### src/design/vdl_pkg.sv
// Package for the vertex diffuse lighting core: sizes, register codes, types.
// No dependencies; the length unit, the weight pipe and the core import it.
`default_nettype none
package vdl_pkg;
	localparam int NUM_LIGHTS  = 3;
	localparam int LIGHT_SLOTS = 3;
	localparam int ADDR_W      = 6;
	localparam int DATA_W      = 64;
	localparam int REG_W       = 48;
	localparam int LEN_W       = 31;
	localparam int NUM_W       = 48;
	localparam int W_W         = 15;
	localparam int QBITS       = 14;
	localparam int DIV_STAGES  = 7;
	localparam int WPIPE_LAT   = 11;
	localparam logic [W_W-1:0] W_ONE = W_W'(16384);

	typedef enum logic [2:0] {
		REG_AMBIENT = 3'd0,
		REG_L0_DIR  = 3'd1,
		REG_L0_DIF  = 3'd2,
		REG_L1_DIR  = 3'd3,
		REG_L1_DIF  = 3'd4,
		REG_L2_DIR  = 3'd5,
		REG_L2_DIF  = 3'd6
	} reg_idx_t;

	typedef struct packed {
		logic [NUM_W-1:0] rem;
		logic [QBITS-1:0] q;
		logic             sat;
		logic             zero;
	} div_t;

	typedef struct packed {
		logic signed [15:0] em_r;
		logic signed [15:0] em_g;
		logic signed [15:0] em_b;
		logic [31:0]        vc;
		logic signed [15:0] scale;
	} aux_t;

	function automatic logic signed [15:0] lane(input logic [REG_W-1:0] r, input int k);
		lane = r[16*k +: 16];
	endfunction
endpackage
`default_nettype wire

### src/design/vdl_weight_pipe.sv
// Per-light weight pipeline: dot product, |d|<<15 / len in 2-bit steps, clamp to 1.0.
// Depends on vdl_pkg.
`default_nettype none
module vdl_weight_pipe import vdl_pkg::*; (
	input  wire logic               clk,
	input  wire logic               en,
	input  wire logic signed [15:0] nx,
	input  wire logic signed [15:0] ny,
	input  wire logic signed [15:0] nz,
	input  wire logic [REG_W-1:0]   dir,
	input  wire logic [LEN_W-1:0]   len,
	input  wire logic               dir_zero,
	output logic [W_W-1:0]          w
);
	logic signed [31:0] px_s1, py_s1, pz_s1;
	logic signed [33:0] d;
	logic [33:0]        dabs;
	logic [NUM_W-1:0]   num_s2;
	logic [NUM_W-1:0]   len_w;
	div_t               stg [DIV_STAGES+1];
	div_t               nxt [DIV_STAGES];

	assign d     = 34'(px_s1) + 34'(py_s1) + 34'(pz_s1);
	assign dabs  = d[33] ? 34'(-d) : d;
	assign len_w = NUM_W'(len);

	always_ff @(posedge clk) begin
		if (en) begin
			px_s1  <= lane(dir, 0) * nx;
			py_s1  <= lane(dir, 1) * ny;
			pz_s1  <= lane(dir, 2) * nz;
			num_s2 <= NUM_W'({dabs, 15'b0});
			stg[0].rem  <= num_s2;
			stg[0].q    <= '0;
			stg[0].sat  <= num_s2 >= (len_w << QBITS);
			stg[0].zero <= dir_zero;
		end
	end

	for (genvar s = 0; s < DIV_STAGES; s++) begin : g_div
		always_comb begin
			nxt[s] = stg[s];
			for (int j = 1; j >= 0; j--) begin
				if (nxt[s].rem >= (len_w << (2 * (DIV_STAGES - 1 - s) + j))) begin
					nxt[s].rem = nxt[s].rem - (len_w << (2 * (DIV_STAGES - 1 - s) + j));
					nxt[s].q[2 * (DIV_STAGES - 1 - s) + j] = 1'b1;
				end
			end
		end
		always_ff @(posedge clk) begin
			if (en) stg[s+1] <= nxt[s];
		end
	end

	always_ff @(posedge clk) begin
		if (en) begin
			if (stg[DIV_STAGES].zero) w <= '0;
			else if (stg[DIV_STAGES].sat) w <= W_ONE;
			else w <= W_W'(stg[DIV_STAGES].q);
		end
	end
endmodule
`default_nettype wire

### config.mk
export PLATFORM = sky130hd
export DESIGN_NAME = vdl_weight_pipe
export DESIGN_NICKNAME = d
export VERILOG_FILES = /design/src/design/vdl_pkg.sv /design/src/design/vdl_weight_pipe.sv
export SDC_FILE = /design/constraint.sdc
export NUM_CORES = 2
export LEC_CHECK = 0
export BUFFER_PORTS_ARGS = -buffer_cell sky130_fd_sc_hd__buf_4
export CORE_AREA = 2 2 475 477
export DETAILED_ROUTE_END_ITERATION = 10
export DIE_AREA = 0 0 477 479
export GPL_ROUTABILITY_DRIVEN = 0
export PLACE_DENSITY = 0.46
export SETUP_SLACK_MARGIN = 0.4
export SLEW_MARGIN = 20
export SYNTH_ARGS = -nofsm -noshare
export SYNTH_HDL_FRONTEND = slang
export SYNTH_SLANG_ARGS = --single-unit
### constraint.sdc
create_clock -name clk -period 8 [get_ports clk]
set_input_delay 0 -clock clk [delete_from_list [all_inputs] [get_ports clk]]
set_output_delay 0 -clock clk [all_outputs]
set_load 0.1 [all_outputs]
# Yosys cells after proc, flatten, opt, wreduce, memory -nomap -nowiden
# Memories as Yosys holds them, arrays and structs flattened.
# Cells that the tools add are included.
[totals]
regBits = 144
ram_bits = 512
inputBits = 130
output_inout_bits = 15
elab_cells = 74
n_memories = 1
[classes]
n_addsub = 17
n_mul = 3
magnitude_cmp = 15
n_mux = 31
reduce_logical = 1
[mem_list]
columns = ["name", "words", "width", "rd", "rd_ports_with_merged_regs", "write_ports", "line", "text"]
rows = [
  ["stg", 8, 64, 8, 0, 8, "vdl_weight_pipe.sv:20", "div_t stg [DIV_STAGES+1];"],
]
[op_table]
columns = ["operator", "count"]
rows = [
  ["$mux 48", 13],
  ["$mul 16x16->32", 3],
  ["$mux 49", 1],
  ["$ge 48x31->1", 1],
  ["$ge 48x32->1", 1],
  ["$ge 48x33->1", 1],
  ["$ge 48x34->1", 1],
  ["$ge 48x35->1", 1],
  ["$ge 48x36->1", 1],
  ["$ge 48x37->1", 1],
  ["$ge 48x38->1", 1],
  ["$ge 48x39->1", 1],
  ["$ge 48x40->1", 1],
  ["$ge 48x41->1", 1],
  ["$ge 48x42->1", 1],
  ["$ge 48x43->1", 1],
  ["$ge 48x44->1", 1],
  ["$ge 48x45->1", 1],
  ["$sub 48x31->48", 1],
  ["$sub 48x32->48", 1],
  ["$sub 48x33->48", 1],
  ["$sub 48x34->48", 1],
  ["$sub 48x35->48", 1],
  ["$sub 48x36->48", 1],
  ["15 further kinds", 29],
]

# Logic depth before layout (Yosys ltp)
# An unclocked memory read counts as a cell.
[logic_depth]
word_depth = 5
ltp_mapped = 33
mapped_depth_nobuf = 29

# Worst setup path before layout
# No wires, ideal clock.
[synth_timing]
path_type = "input to register"
from = "input port len[0]"
to = "memory stg[1][107] (netlist bit) (data pin)"
setup_time_ps = 260
t_arrival_ps = 6925
required_time_ps = 7740
path_slack_ps = 815
path_stages = 28
n_path_buf = 6
cell_sequence = "clkbuf_1 clkbuf_1 inv_1 clkbuf_1 ha_1 nand4_1 nor4_1 nand3b_1 nand4_1 a21oi_1 nand2_1 clkbuf_1 buf_1 mux2_2 ha_1 a211o_1 or4_1 and3_1 a41oi_1 o21ai_1 a41oi_1 a21oi_1 a41o_1 o31a_1 nor4_4 inv_2 buf_6 mux2_4"
[synth_lines]
columns = ["item", "line", "text"]
rows = [
  ["start: declaration", "vdl_weight_pipe.sv:11", "input wire logic [LEN_W-1:0] len,"],
  ["end: declaration", "vdl_weight_pipe.sv:20", ""],
]

==> results.yml <==
cells_and_area:
  final_cell_mix: "inv_1 (1101), fa_1 (825), nand2_1 (764), ha_1 (734), a21oi_1 (596)"
  final_nets: 10120
  drive_above_1_share: 0.06711
  final_common_cell: "inv_1"
  area_delta_synth_final_pct: 9.649
sta:
  setup_violating_endpoint_count_in_the_final_report: 0
  worst_slew_pin_slew_ns: 1.129
  layout_worst_path_cycle_share: 0.8992
  tns_ns: 0
  slew_violations: 0
  fmax_mhz: 139.0
  timing.clock.skew_ns: 0.03474
  relSlewSlack: 0.2454
  rsz0062_at_grt: "yes"
  timing.final.hold_violations: 0
  period_minus_slack_ns: 7.193
global_routing:
  grt_pass1_vias: 61040
  global_route.overflow_total: 0
  grt_max_degree: 131
  gr-usage-all-layers: 0.1984
  antenna_found_initial: 10
  global_route_wire_length_before_repair_um: 357500
worst_setup_path:
  crit_path_cell_trace: "ha_1, nand3_1, o21bai_1, a211o_1, a211o_1, nand3_1, nand4_1, nand2_4, mux2_2, ha_1, o211ai_1, a21boi_0, or4_1, and3_1, a41oi_1, o21ai_1, a41oi_2, a21oi_1, a41o_1, o31a_1, nor4_4, buf_6, mux2i_1, o21ai_1"
  critical_path_cell_count: 24
  internal_reg_to_reg_setup_slack_ns: 0.81
  worst_path_max_delay_cell: "or4_1"
  worst_flop_to_flop_path_startpoint: "stg[1][24]"
  critPathKind: "reg -> reg"
  critPathArrivalTime_ns: 7.58
  cpLargestDelayFamily: "compound AO/OA/AOI/OAI gates"
  crit_path_end: "stg[1][85]"
  timing.critical_path.buf_inv: 1
  crit_fanout: 25
  crit_path_capture_type: "register"
  critical_path_start: "stg[1][24]"
  worst_r2r_path_depth: 24
  cp-start-kind: "register"
  timing.critical_path.required_ns: 8.39
  cp_slowest_stage_delay_ns: 0.54
  crit-reg2reg-capture: "stg[1][85]"
route:
  remaining_drc_errors: 0
  detail_route.first_pass.iterations: 5
  num_vias: 59720
  vias_per_cell: 5.205
  totalWireLength_um: 228500
  number_of_nets_still_failing_antenna_checks_after_routing: 0
  initialDrtViolationCount: 3282
  wire_per_inst_um: 19.91
die:
  chipWidth_um: 477
  num_rows: 174
  die_y_um: 479
  io_pins: 145
  core_um2: 223600
  start_util: 0.3387
  area_of_the_die_um2: 228500
clock_tree:
  cts.root.buffer_cell: "clkbuf_16"
  cts_max_level: 3
  clk_latency_ns: 0.69
  tritoncts: "done"
  clock_tree.buffer_depth: 3
  cts_made_buffers: 69
  path_clk_slew_ns: 0.06
  clkSinkCount: 495
yosys:
  synth_nets: 10030
  yosysWarningCount: 0
  synth-edff-count: 495
  synth_sequential_area_ratio: 0.1963
  synth.distinct_cells: 91
  synthesized_area_per_cell_um2: 9.081
  netlist_instances: 8340
  ys_ff_latch: 495
  async_reset_ff_frac: 0
  ys_dominant_reg_cell: "edfxtp_1"
  syn_area_um2: 75740
placement:
  place.port_buffers: 144
  dp.final_hpwl_um: 183400
run_status:
  outcome: "complete, no violations"
flow_run:
  timing.max_cap.violations: 0
hold_path:
  min_path_type: "in -> reg"
## through the flow
step           hold WS (ns)  instance area [um^2]  setup WS [ns]  cells    util
2_1_floorplan       0.09887                 75740         0.8148   8340       -
3_3_place_gp         0.1920                 80510         0.1698  11330  0.3601
3_5_place_dp         0.1818                 80510         0.1309  11330  0.3601
4_1_cts            0.007625                 82910         0.4141  11470  0.3708
5_1_grt             0.05084                 83040         0.3689  11470  0.3714
6_report            0.08013                 83050         0.8068  11470  0.3714
## area by class of cell
class	instances	area, um^2
clock buffers	78	1782
clock inverters	45	454.2
fillers	22910	140500
inverters	1103	4145
well taps	2992	3744
repair buffers	257	2115
diodes	2	5.005
flip-flops and latches	495	14860
multi-input cells	6500	55940
## worst register-to-register path, cell delays in order, from the launching register on
cell	delay [ns]
edfxtp_1	0.39
ha_1	0.39
nand3_1	0.17
o21bai_1	0.22
a211o_1	0.33
a211o_1	0.38
nand3_1	0.14
nand4_1	0.18
nand2_4	0.22
mux2_2	0.38
ha_1	0.33
o211ai_1	0.13
a21boi_0	0.19
or4_1	0.54
and3_1	0.23
a41oi_1	0.31
o21ai_1	0.19
a41oi_2	0.34
a21oi_1	0.20
a41o_1	0.32
o31a_1	0.37
nor4_4	0.32
buf_6	0.29
mux2i_1	0.23
o21ai_1	0.10
## worst min-delay path by stage
stage	start	slack, ns	endpoint	cells after the start
6_report	dir[0]	0.08	px_s1[2]	4
4_1_cts	nz[1]	0.008	pz_s1[1]	3
3_3_place_gp	dir_zero	0.19	stg[0][0]	1
3_5_place_dp	dir_zero	0.18	stg[0][0]	1
2_1_floorplan	dir_zero	0.1	stg[0][0]	0
5_1_grt	nz[1]	0.05	pz_s1[1]	3
## per-layer routing
layer / GRT usage / wire length, um
met5: 0 / 68
met4: 0.05299 / 6453
met3: 0.02076 / 7908
met2: 0.3517 / 112900
met1: 0.2559 / 101100
## state kept, by name, summed over array words and instances, names as in the netlist
name,count
w,15
py_s1,32
stg,351
num_s2,33
pz_s1,32
px_s1,32
## Yosys cell counts, types with 50 or more instances
| library cell | number | area (um^2) |
|---|---|---|
| a21o_1 | 267 | 2004 |
| edfxtp_1 | 495 | 14860 |
| and2_1 | 434 | 2715 |
| mux2_2 | 136 | 1531 |
| nor3_1 | 108 | 540.5 |
| xor2_1 | 193 | 1690 |
| nor2b_1 | 59 | 369.1 |
| nor2_1 | 481 | 1805 |
| nand2b_1 | 96 | 600.6 |
| xnor2_1 | 403 | 3530 |
| a21oi_1 | 600 | 3003 |
| nand2_1 | 765 | 2872 |
| inv_1 | 1101 | 4133 |
| nand4_1 | 87 | 544.3 |
| o21ai_0 | 338 | 1692 |
| and3_1 | 50 | 312.8 |
| clkbuf_1 | 213 | 799.5 |
| fa_1 | 825 | 16520 |
| a31oi_1 | 56 | 350.3 |
| o21a_1 | 86 | 645.6 |
| nand3_1 | 130 | 650.6 |
| o21bai_1 | 75 | 563.0 |
| ha_1 | 735 | 9196 |
| nor4_1 | 56 | 350.3 |
## cell families (layout without fill, tap and decap cells)
kind of cell,count (synthesis),after routing,share of synthesized area
other cells,0,2,0
compound gates,1767,1767,0.1478
simple gates,2430,2430,0.1587
flops,495,495,0.1963
mux,147,147,0.02187
fa+ha+maj,1560,1560,0.3395
xor+xnor,596,596,0.06892
buf+inv,1345,1483,0.06699
## what timing repair did
item	CTS	global route
hold buffers	15	0
setup endpoints to repair	32	167
pin swaps	0	3
resized for setup	2	26
setup buffers	0	4
endpoints found under the hold margin	62	0
Power is left out: the tool's default activity adds up to more than one toggle a clock period on the data nets, which glitch-free logic cannot reach.
