`config.mk`:
```
export PLATFORM = sky130hd
export DESIGN_NAME = vdl_len_unit
export DESIGN_NICKNAME = d
export VERILOG_FILES = /design/src/design/vdl_pkg.sv /design/src/design/vdl_len_unit.sv
export SDC_FILE = /design/constraint.sdc
export NUM_CORES = 2
export LEC_CHECK = 0
export ABC_AREA = 1
export BUFFER_PORTS_ARGS = -buffer_cell sky130_fd_sc_hd__buf_4
export CORE_MARGIN = 2
export CORE_UTILIZATION = 45
export CTS_CLUSTER_SIZE = 16
export DETAILED_ROUTE_END_ITERATION = 8
export SYNTH_ARGS = -nofsm -noshare
export SYNTH_HDL_FRONTEND = slang
export SYNTH_SLANG_ARGS = --single-unit
```
`constraint.sdc`:
```
create_clock -name clk -period 18.2 [get_ports clk]
set_clock_uncertainty 0.2 [all_clocks]
set_input_delay 1.82 -clock clk [delete_from_list [all_inputs] [get_ports clk]]
set_output_delay 1.82 -clock clk [all_outputs]
set_load 0.05 [all_outputs]
```
`src/design/vdl_pkg.sv`:
```
// Package for the vertex diffuse lighting core: sizes, register codes, types.
// No dependencies; the length unit, the weight pipe and the core import it.
`default_nettype none
package vdl_pkg;
	localparam int NUM_LIGHTS  = 3;
	localparam int LIGHT_SLOTS = 3;
	localparam int ADDR_W      = 6;
	localparam int DATA_W      = 64;
	localparam int REG_W       = 48;
	localparam int LEN_W       = 31;
	localparam int NUM_W       = 48;
	localparam int W_W         = 15;
	localparam int QBITS       = 14;
	localparam int DIV_STAGES  = 7;
	localparam int WPIPE_LAT   = 11;
	localparam logic [W_W-1:0] W_ONE = W_W'(16384);

	typedef enum logic [2:0] {
		REG_AMBIENT = 3'd0,
		REG_L0_DIR  = 3'd1,
		REG_L0_DIF  = 3'd2,
		REG_L1_DIR  = 3'd3,
		REG_L1_DIF  = 3'd4,
		REG_L2_DIR  = 3'd5,
		REG_L2_DIF  = 3'd6
	} reg_idx_t;

	typedef struct packed {
		logic [NUM_W-1:0] rem;
		logic [QBITS-1:0] q;
		logic             sat;
		logic             zero;
	} div_t;

	typedef struct packed {
		logic signed [15:0] em_r;
		logic signed [15:0] em_g;
		logic signed [15:0] em_b;
		logic [31:0]        vc;
		logic signed [15:0] scale;
	} aux_t;

	function automatic logic signed [15:0] lane(input logic [REG_W-1:0] r, input int k);
		lane = r[16*k +: 16];
	endfunction
endpackage
`default_nettype wire

```
`src/design/vdl_len_unit.sv`:
```
// Sequential length unit: floor(sqrt(|dir|^2 << 30)) per light, one root bit a cycle.
// Depends on vdl_pkg.
`default_nettype none
module vdl_len_unit import vdl_pkg::*; (
	input  wire logic                   clk,
	input  wire logic                   arst_n,
	input  wire logic [LIGHT_SLOTS-1:0] dir_wr,
	input  wire logic [REG_W-1:0]       dir [LIGHT_SLOTS],
	output logic [LEN_W-1:0]            len [LIGHT_SLOTS],
	output logic [LIGHT_SLOTS-1:0]      zero,
	output logic                        busy
);
	typedef enum logic [2:0] {
		ST_IDLE  = 3'b001,
		ST_SUMSQ = 3'b010,
		ST_ROOT  = 3'b100
	} st_t;

	st_t                    st_q;
	logic [LIGHT_SLOTS-1:0] pend_q;
	logic [LIGHT_SLOTS-1:0] pick;
	logic [1:0]             slot_q;
	logic [1:0]             k_q;
	logic [32:0]            l2_q;
	logic [63:0]            v_q;
	logic [63:0]            r_q;
	logic [63:0]            b_q;
	logic [63:0]            rb;
	logic signed [15:0]     c;
	logic signed [31:0]     sq;
	logic [32:0]            l2_sum;
	logic [1:0]             pick_idx;

	always_comb begin
		pick = '0;
		pick_idx = '0;
		for (int i = LIGHT_SLOTS - 1; i >= 0; i--) begin
			if (pend_q[i]) begin
				pick = '0;
				pick[i] = 1'b1;
				pick_idx = 2'(i);
			end
		end
	end

	assign c      = lane(dir[slot_q], int'(k_q));
	assign sq     = c * c;
	assign l2_sum = l2_q + {1'b0, sq};
	assign rb     = r_q + b_q;
	assign busy   = (st_q != ST_IDLE) || (pend_q != '0);

	always_ff @(posedge clk or negedge arst_n) begin
		if (!arst_n) begin
			st_q   <= ST_IDLE;
			pend_q <= '0;
			slot_q <= '0;
			k_q    <= '0;
			zero   <= '1;
			for (int i = 0; i < LIGHT_SLOTS; i++) len[i] <= '0;
		end else begin
			unique case (st_q)
				ST_IDLE: begin
					if (pend_q != '0) begin
						pend_q <= (pend_q & ~pick) | dir_wr;
						slot_q <= pick_idx;
						k_q    <= '0;
						l2_q   <= '0;
						st_q   <= ST_SUMSQ;
					end else begin
						pend_q <= pend_q | dir_wr;
					end
				end
				ST_SUMSQ: begin
					pend_q <= pend_q | dir_wr;
					l2_q   <= l2_sum;
					k_q    <= k_q + 2'd1;
					if (k_q == 2'd2) begin
						v_q  <= {1'b0, l2_sum, 30'b0};
						r_q  <= '0;
						b_q  <= 64'h4000_0000_0000_0000;
						zero[slot_q] <= (l2_sum == '0);
						st_q <= ST_ROOT;
					end
				end
				ST_ROOT: begin
					pend_q <= pend_q | dir_wr;
					if (v_q >= rb) begin
						v_q <= v_q - rb;
						r_q <= (r_q >> 1) + b_q;
					end else begin
						r_q <= r_q >> 1;
					end
					b_q <= b_q >> 2;
					if (b_q == 64'd1) begin
						len[slot_q] <= (v_q >= rb) ? LEN_W'((r_q >> 1) + b_q)
							: LEN_W'(r_q >> 1);
						st_q <= ST_IDLE;
					end
				end
				default: st_q <= ST_IDLE;
			endcase
		end
	end
endmodule
`default_nettype wire

```
## After elaboration in Yosys (flattened, before gate mapping)

Index checks and enable logic that the tools add are counted.

| cells by class | value |
|---|---|
| add/sub/neg operators | 5 |
| multipliers | 1 |
| order comparisons | 5 |
| equal/unequal tests | 10 |
| shift operators | 1 |
| mux-type cells | 34 |
| bitwise operators | 5 |
| reduce and logical (&&, ||, !) cells | 17 |

Operators by type and width:

| cell | number |
|---|---|
| $pmux W64 S2 | 3 |
| $mux W64 | 5 |
| $bmux W48 S2 | 1 |
| $mux W48 | 2 |
| $bwmux W93 | 1 |
| $pmux W33 S2 | 1 |
| $add A63 B64 Y64 | 1 |
| $add A64 B64 Y64 | 1 |
| $eq A64 B1 Y1 const B | 1 |
| $ge A64 B64 Y1 | 1 |
| $sub A64 B64 Y64 | 1 |
| $demux W31 S2 | 1 |
| $mux W31 | 2 |
| $shiftx A48 B7 Y16 | 1 |
| $add A33 B32 Y33 | 1 |
| $logic_not A33 Y1 | 1 |
| $mux W33 | 1 |
| $mul A16 B16 Y32 | 1 |
| $mux W3 | 7 |
| $pmux W3 S3 | 1 |
| $reduce_and A3 Y1 | 3 |
| $mux W2 | 4 |
| $ne A2 B2 Y1 const B | 4 |
| $reduce_and A2 Y1 | 4 |
| 25 further kinds | 29 |

| word-level totals | value |
|---|---|
| flip-flop bits (word level) | 331 |
| input bits | 149 |
| output and inout port bits | 97 |
| logic and storage cells | 90 |

## Longest topological paths before layout

| depth | value |
|---|---|
| depth in word-level cells | 9 |
| gate-level depth with buffers | 49 |
| depth with buffers taken out | 47 |

## Least setup slack after synthesis

Ideal clock, no wire load.

| path | value |
|---|---|
| path type | input-to-reg |
| from | input port dir[53] (netlist bit) |
| to | register v_q[62] (data pin) |
| library setup time | 268 ps |
| data arrival time | 8643 ps |
| data required time | 17732 ps |
| setup slack | 9089 ps |
| stages | 39 |
| path buffers | 1 |
| cell sequence | a22oi_1 > nand3_1 > nand3_1 > nand2_1 > buf_2 > nand2_1 > inv_1 > fa_1 > inv_1 > fa_1 > fa_1 > inv_1 > fa_1 > fa_1 > inv_1 > fa_1 > inv_1 > ha_1 > [... 3 more ...] > o21ai_0 > a21oi_1 > inv_1 > a21oi_1 > o21bai_1 > xor2_1 > ha_1 > nand2_1 > inv_1 > nand2_1 > and2_1 > nand2_1 > a21oi_1 > nand2_1 > nand2_1 > nand3_1 > xnor2_1 > o21ai_0 |

| between the ends | value |
|---|---|
| word-level cells in the longest chain between the ends | 8 |

Ends and longest elaborated chain:

| item | RTL line | RTL |
|---|---|---|
| start, declared | vdl_len_unit.sv:8 | `input wire logic [REG_W-1:0] dir [LIGHT_SLOTS],` |
| $bmux W48 S2 | vdl_len_unit.sv:46 | `assign c = lane(dir[slot_q], int'(k_q));` |
| $mux W48 (not written as such) (2 in series) | vdl_len_unit.sv:46 |  |
| $shiftx A48 B7 Y16 | vdl_pkg.sv:44 | `lane = r[16*k +: 16];` |
| $mul A16 B16 Y32 | vdl_len_unit.sv:47 | `assign sq = c * c;` |
| $add A33 B32 Y33 | vdl_len_unit.sv:48 | `assign l2_sum = l2_q + {1'b0, sq};` |
| $mux W64 | vdl_len_unit.sv:77 | `if (k_q == 2'd2) begin` |
| $pmux W64 S2 | vdl_len_unit.sv:61 | `unique case (st_q)` |
| end signal, assigned | vdl_len_unit.sv:78 | `v_q <= {1'b0, l2_sum, 30'b0};` |
| end signal, assigned | vdl_len_unit.sv:88 | `v_q <= v_q - rb;` |
| end, declared | vdl_len_unit.sv:25 | `logic [63:0] v_q;` |

Every way passes these cells. The select of a mux whose other input is x is not followed.
A chain may end at the register's enable or synchronous reset.

## Worst setup path after layout

| path | value |
|---|---|
| from | register slot_q[0] |
| to | register zero[0] |

| between the ends | value |
|---|---|
| word-level cells in the longest chain between the ends | 9 |
| elaborated cells between the ends (all ways) | 14 |
| those cells by class | add/sub: 1; mul: 1; order compare: 2; shift: 1; mux: 6; bitwise: 1; reduce/logical: 2 |

Ends and longest elaborated chain:

| item | RTL line | RTL |
|---|---|---|
| start, declared | vdl_len_unit.sv:22 | `logic [1:0] slot_q;` |
| start signal, assigned | vdl_len_unit.sv:65 | `slot_q <= pick_idx;` |
| $not A2 Y3 (not written as such) | vdl_len_unit.sv:46 |  |
| $bmux W48 S2 | vdl_len_unit.sv:46 |  |
| $mux W48 (not written as such) (2 in series) | vdl_len_unit.sv:46 |  |
| $shiftx A48 B7 Y16 | vdl_pkg.sv:44 |  |
| $mul A16 B16 Y32 | vdl_len_unit.sv:47 |  |
| $add A33 B32 Y33 | vdl_len_unit.sv:48 |  |
| $logic_not A33 Y1 | vdl_len_unit.sv:81 | `zero[slot_q] <= (l2_sum == '0);` |
| $bwmux W3 (*) | vdl_len_unit.sv:81 |  |
| end signal, assigned by index | vdl_len_unit.sv:81 |  |
| end, declared | vdl_len_unit.sv:10 | `output logic [LIGHT_SLOTS-1:0] zero,` |

Mark *: on every way between the ends. The rest lies on a longest branch, timed or not. The select of a mux whose other input is x is not followed.

==> results.ini <==
[run_status]
status = completed

[floorplanning]
row_count = 103
initial_core_util_pct = 45.5
fp.dieArea_um2 = 82200
die_h_um = 287
die_x_um = 287
io_pins = 246
coreArea_um2 = 79000

[clock_network]
cts_sinks = 299
cts-buffers-inserted = 38
ctsHoldBuffers = 0
clk_pin_slew_ns = 0.06
cts_resized = 0
insertion_delay_ns = 0.60
cts_tree = built
cts_root_buf = clkbuf_16
clk_path_buf_depth = 3
htreeDepth = 2
cts_setup_buffers = 0

[detailed_routing]
remaining_drc_errors = 0
first_pass_iters = 6
vias = 34639
drt_iter0_drc = 3289
routed_via_density = 5.34
ant_nets = 0
routedWlPerCell_um = 18.7
wl_um = 121000

[sta]
tightest_slew_ns = 1.19
tns_ns = 0
rsz0062_at_grt = false
finalHoldViolations = 0
finalCritPeriodShare_pct = 57.6
slew_headroom_pct = 20.3
setup_viol = 0
finalWorstSetupSlack_ns = 7.71
timing.fmax_mhz = 95.4
min_period_ns = 10.49
maxSlewViolCount = 0

[grt]
grt_usage_pct = 29.1
gr-total-overflow = 0
grt_max_degree = 85
antenna_found_initial = 0
grt_pass1_wl_um = 187000
grt_pass1_vias = 33228

[cells_and_area]
final_cells = 6485
n_antenna_cell = 0
synthToLayoutAreaGrowth_pct = 11.7
utilization_pct = 50.9
nFillCells = 8114
drive_gt1_share_pct = 6.97
nNetsFinal = 6048

[synthesis]
yosysSeqAreaShare_pct = 23.5
synth_cell_type_count = 58
yosys.cell_count.top_type = nand2_1
synthesis.nets = 5840
yosys.area.top_type_share_pct = 16.1
syn_area_um2 = 36000
ys.flop_type = edfxtp_1
synthTopCellsByArea = edfxtp_1 (16%), nand2_1 (16%), fa_1 (13%)
ys_ff_latch = 299
async_flop_share_pct = 35.5
netlist_instances = 5198
synth.avg_cell_area_um2 = 6.92
synth_edf_count = 193
ys_top_cells_by_count = nand2_1 (1510), inv_1 (945), nor2_1 (507), a21oi_1 (293), o21ai_0 (275)
synth_area_leader_cell = edfxtp_1
synth.yosys.warnings = 0

[place]
gp_congestion = 0.998
hpwl_um = 100000
dp.cells = 6416
io_buffers = 245
pre_cts_slack_ns = 7.29

[critical_path]
cp_slowest_cell = fa_1
cp.arrival_ns = 10.81
rrSetupSlack_ns = 7.71
worstReg2RegEnd = zero[0]
cp.required_ns = 18.53
slowest_delay_ns = 0.73
endpoint_kind = register
reg2regPathDepth = 44
path_max_fanout = 48
cpMostUsedCell = nand2_1
cp-start-kind = register
rr_startpoint = slot_q[0]
criticalPathCategory = reg -> reg

[power_and_ir_drop]
power.density_nw_per_um2 = 161
p_leak_nw = 20.4
max-vdd-ir-drop_uv = 88.5

[job]
drv_cap = 0

[min_path]
hold_start = len[42]
min_path_type = reg -> reg
min_to = len[42]
min_path_cells = 2

layout by cell type, fill, tap and decap left out, types with 5 or more instances in the layout:
master        n
inv_1       945
o21ai_1       7
xnor2_1      73
o21bai_1     28
ha_1        253
a31o_2        5
clkinv_2      6
xor2_1       80
o22ai_1       6
nand3_1     251
nand4_1      96
or2_2        13
a21boi_0      6
o21a_1       21
o21ai_0     275
nor2_2        7
o211ai_1      9
fa_1        240
nor4_1       13
and2_1        8
buf_4       268
a21o_1       16
a22oi_1      15
nand3b_1     14
clkbuf_16    39
nand2_1    1510
a31oi_1      13
nor3_1       54
a21oi_1     293
edfxtp_1    193
a211oi_1      6
dfrtp_1     102
clkbuf_8      9
nor2_1      502
final cells by class:
type / count / area [µm²] / share of cell area (%)
clock buffer: 52 / 1110 / 2.77
clock inverter: 17 / 216 / 0.539
inverter: 951 / 3570 / 8.89
multi-input combinational: 3848 / 23500 / 58.5
sequential: 299 / 8450 / 21.0
tap: 1050 / 1310 / 3.27
timing repair buffer: 268 / 2010 / 5.01
worst max-delay path by stage:
stage / start / depth (start not counted) / slack (ns) / end
floorplan: dir[53] / 39 / 9.09 / v_q[62]
global placement: dir[59] / 42 / 7.32 / zero[0]
detailed placement: dir[127] / 41 / 7.29 / zero[2]
CTS: slot_q[0] / 44 / 7.79 / zero[1]
global route: slot_q[0] / 44 / 6.87 / zero[2]
finish: slot_q[0] / 44 / 7.71 / zero[0]
registers in the layout, summed over array words and instances, names as in the netlist:
name	count
zero	3
v_q	64
len	93
k_q	2
pend_q	3
l2_q	33
st_q	3
slot_q	2
b_q	32
r_q	64
through the flow:
stage / hold slack (ns) / power [mW] / area, µm²
3_3_place_gp: 0.265 / 5.54 / 38800
3_5_place_dp: 0.266 / 5.57 / 38800
5_1_grt: 0.294 / 7.03 / 40200
6_report: 0.283 / 6.47 / 40200
4_1_cts: 0.285 / 6.40 / 40200
2_1_floorplan: 0.263 / 4.27 / 36000
logic make-up (layout without fill, tap and decap cells):
logic type | count (synthesis) | after routing | synth area share (%)
AOI/OAI and AO/OA | 721 | 721 | 11.1
xor gates and xnor gates | 153 | 153 | 3.73
DFF | 299 | 299 | 23.5
buffers and inverters | 1051 | 1288 | 11.2
adders and majority gates | 493 | 493 | 22.2
and+or+nand+nor | 2481 | 2481 | 28.3
critical path: cells and delay by family (launching register included):
family | cells | cell delay, ns
simple gates | 20 | 3.36
xor+xnor | 1 | 0.17
compound gates | 6 | 1.16
fa+ha+maj | 8 | 3.94
buf+inv | 9 | 1.17
flops | 1 | 0.37
routing by layer:
metal  track usage, %  share of wire, %
met2             44.3                43
met5                0                 0
met4             5.63               1.8
met3             4.19               7.9
met1             43.9                47
power by group:
part	switching (mW)	internal, mW	total, mW
sequential	0.234	1.10	1.33
clock	0.342	0.466	0.808
combinational	2.98	1.35	4.33
total	3.55	2.92	6.47
No activity file was read; power rests on OpenSTA's default activity.
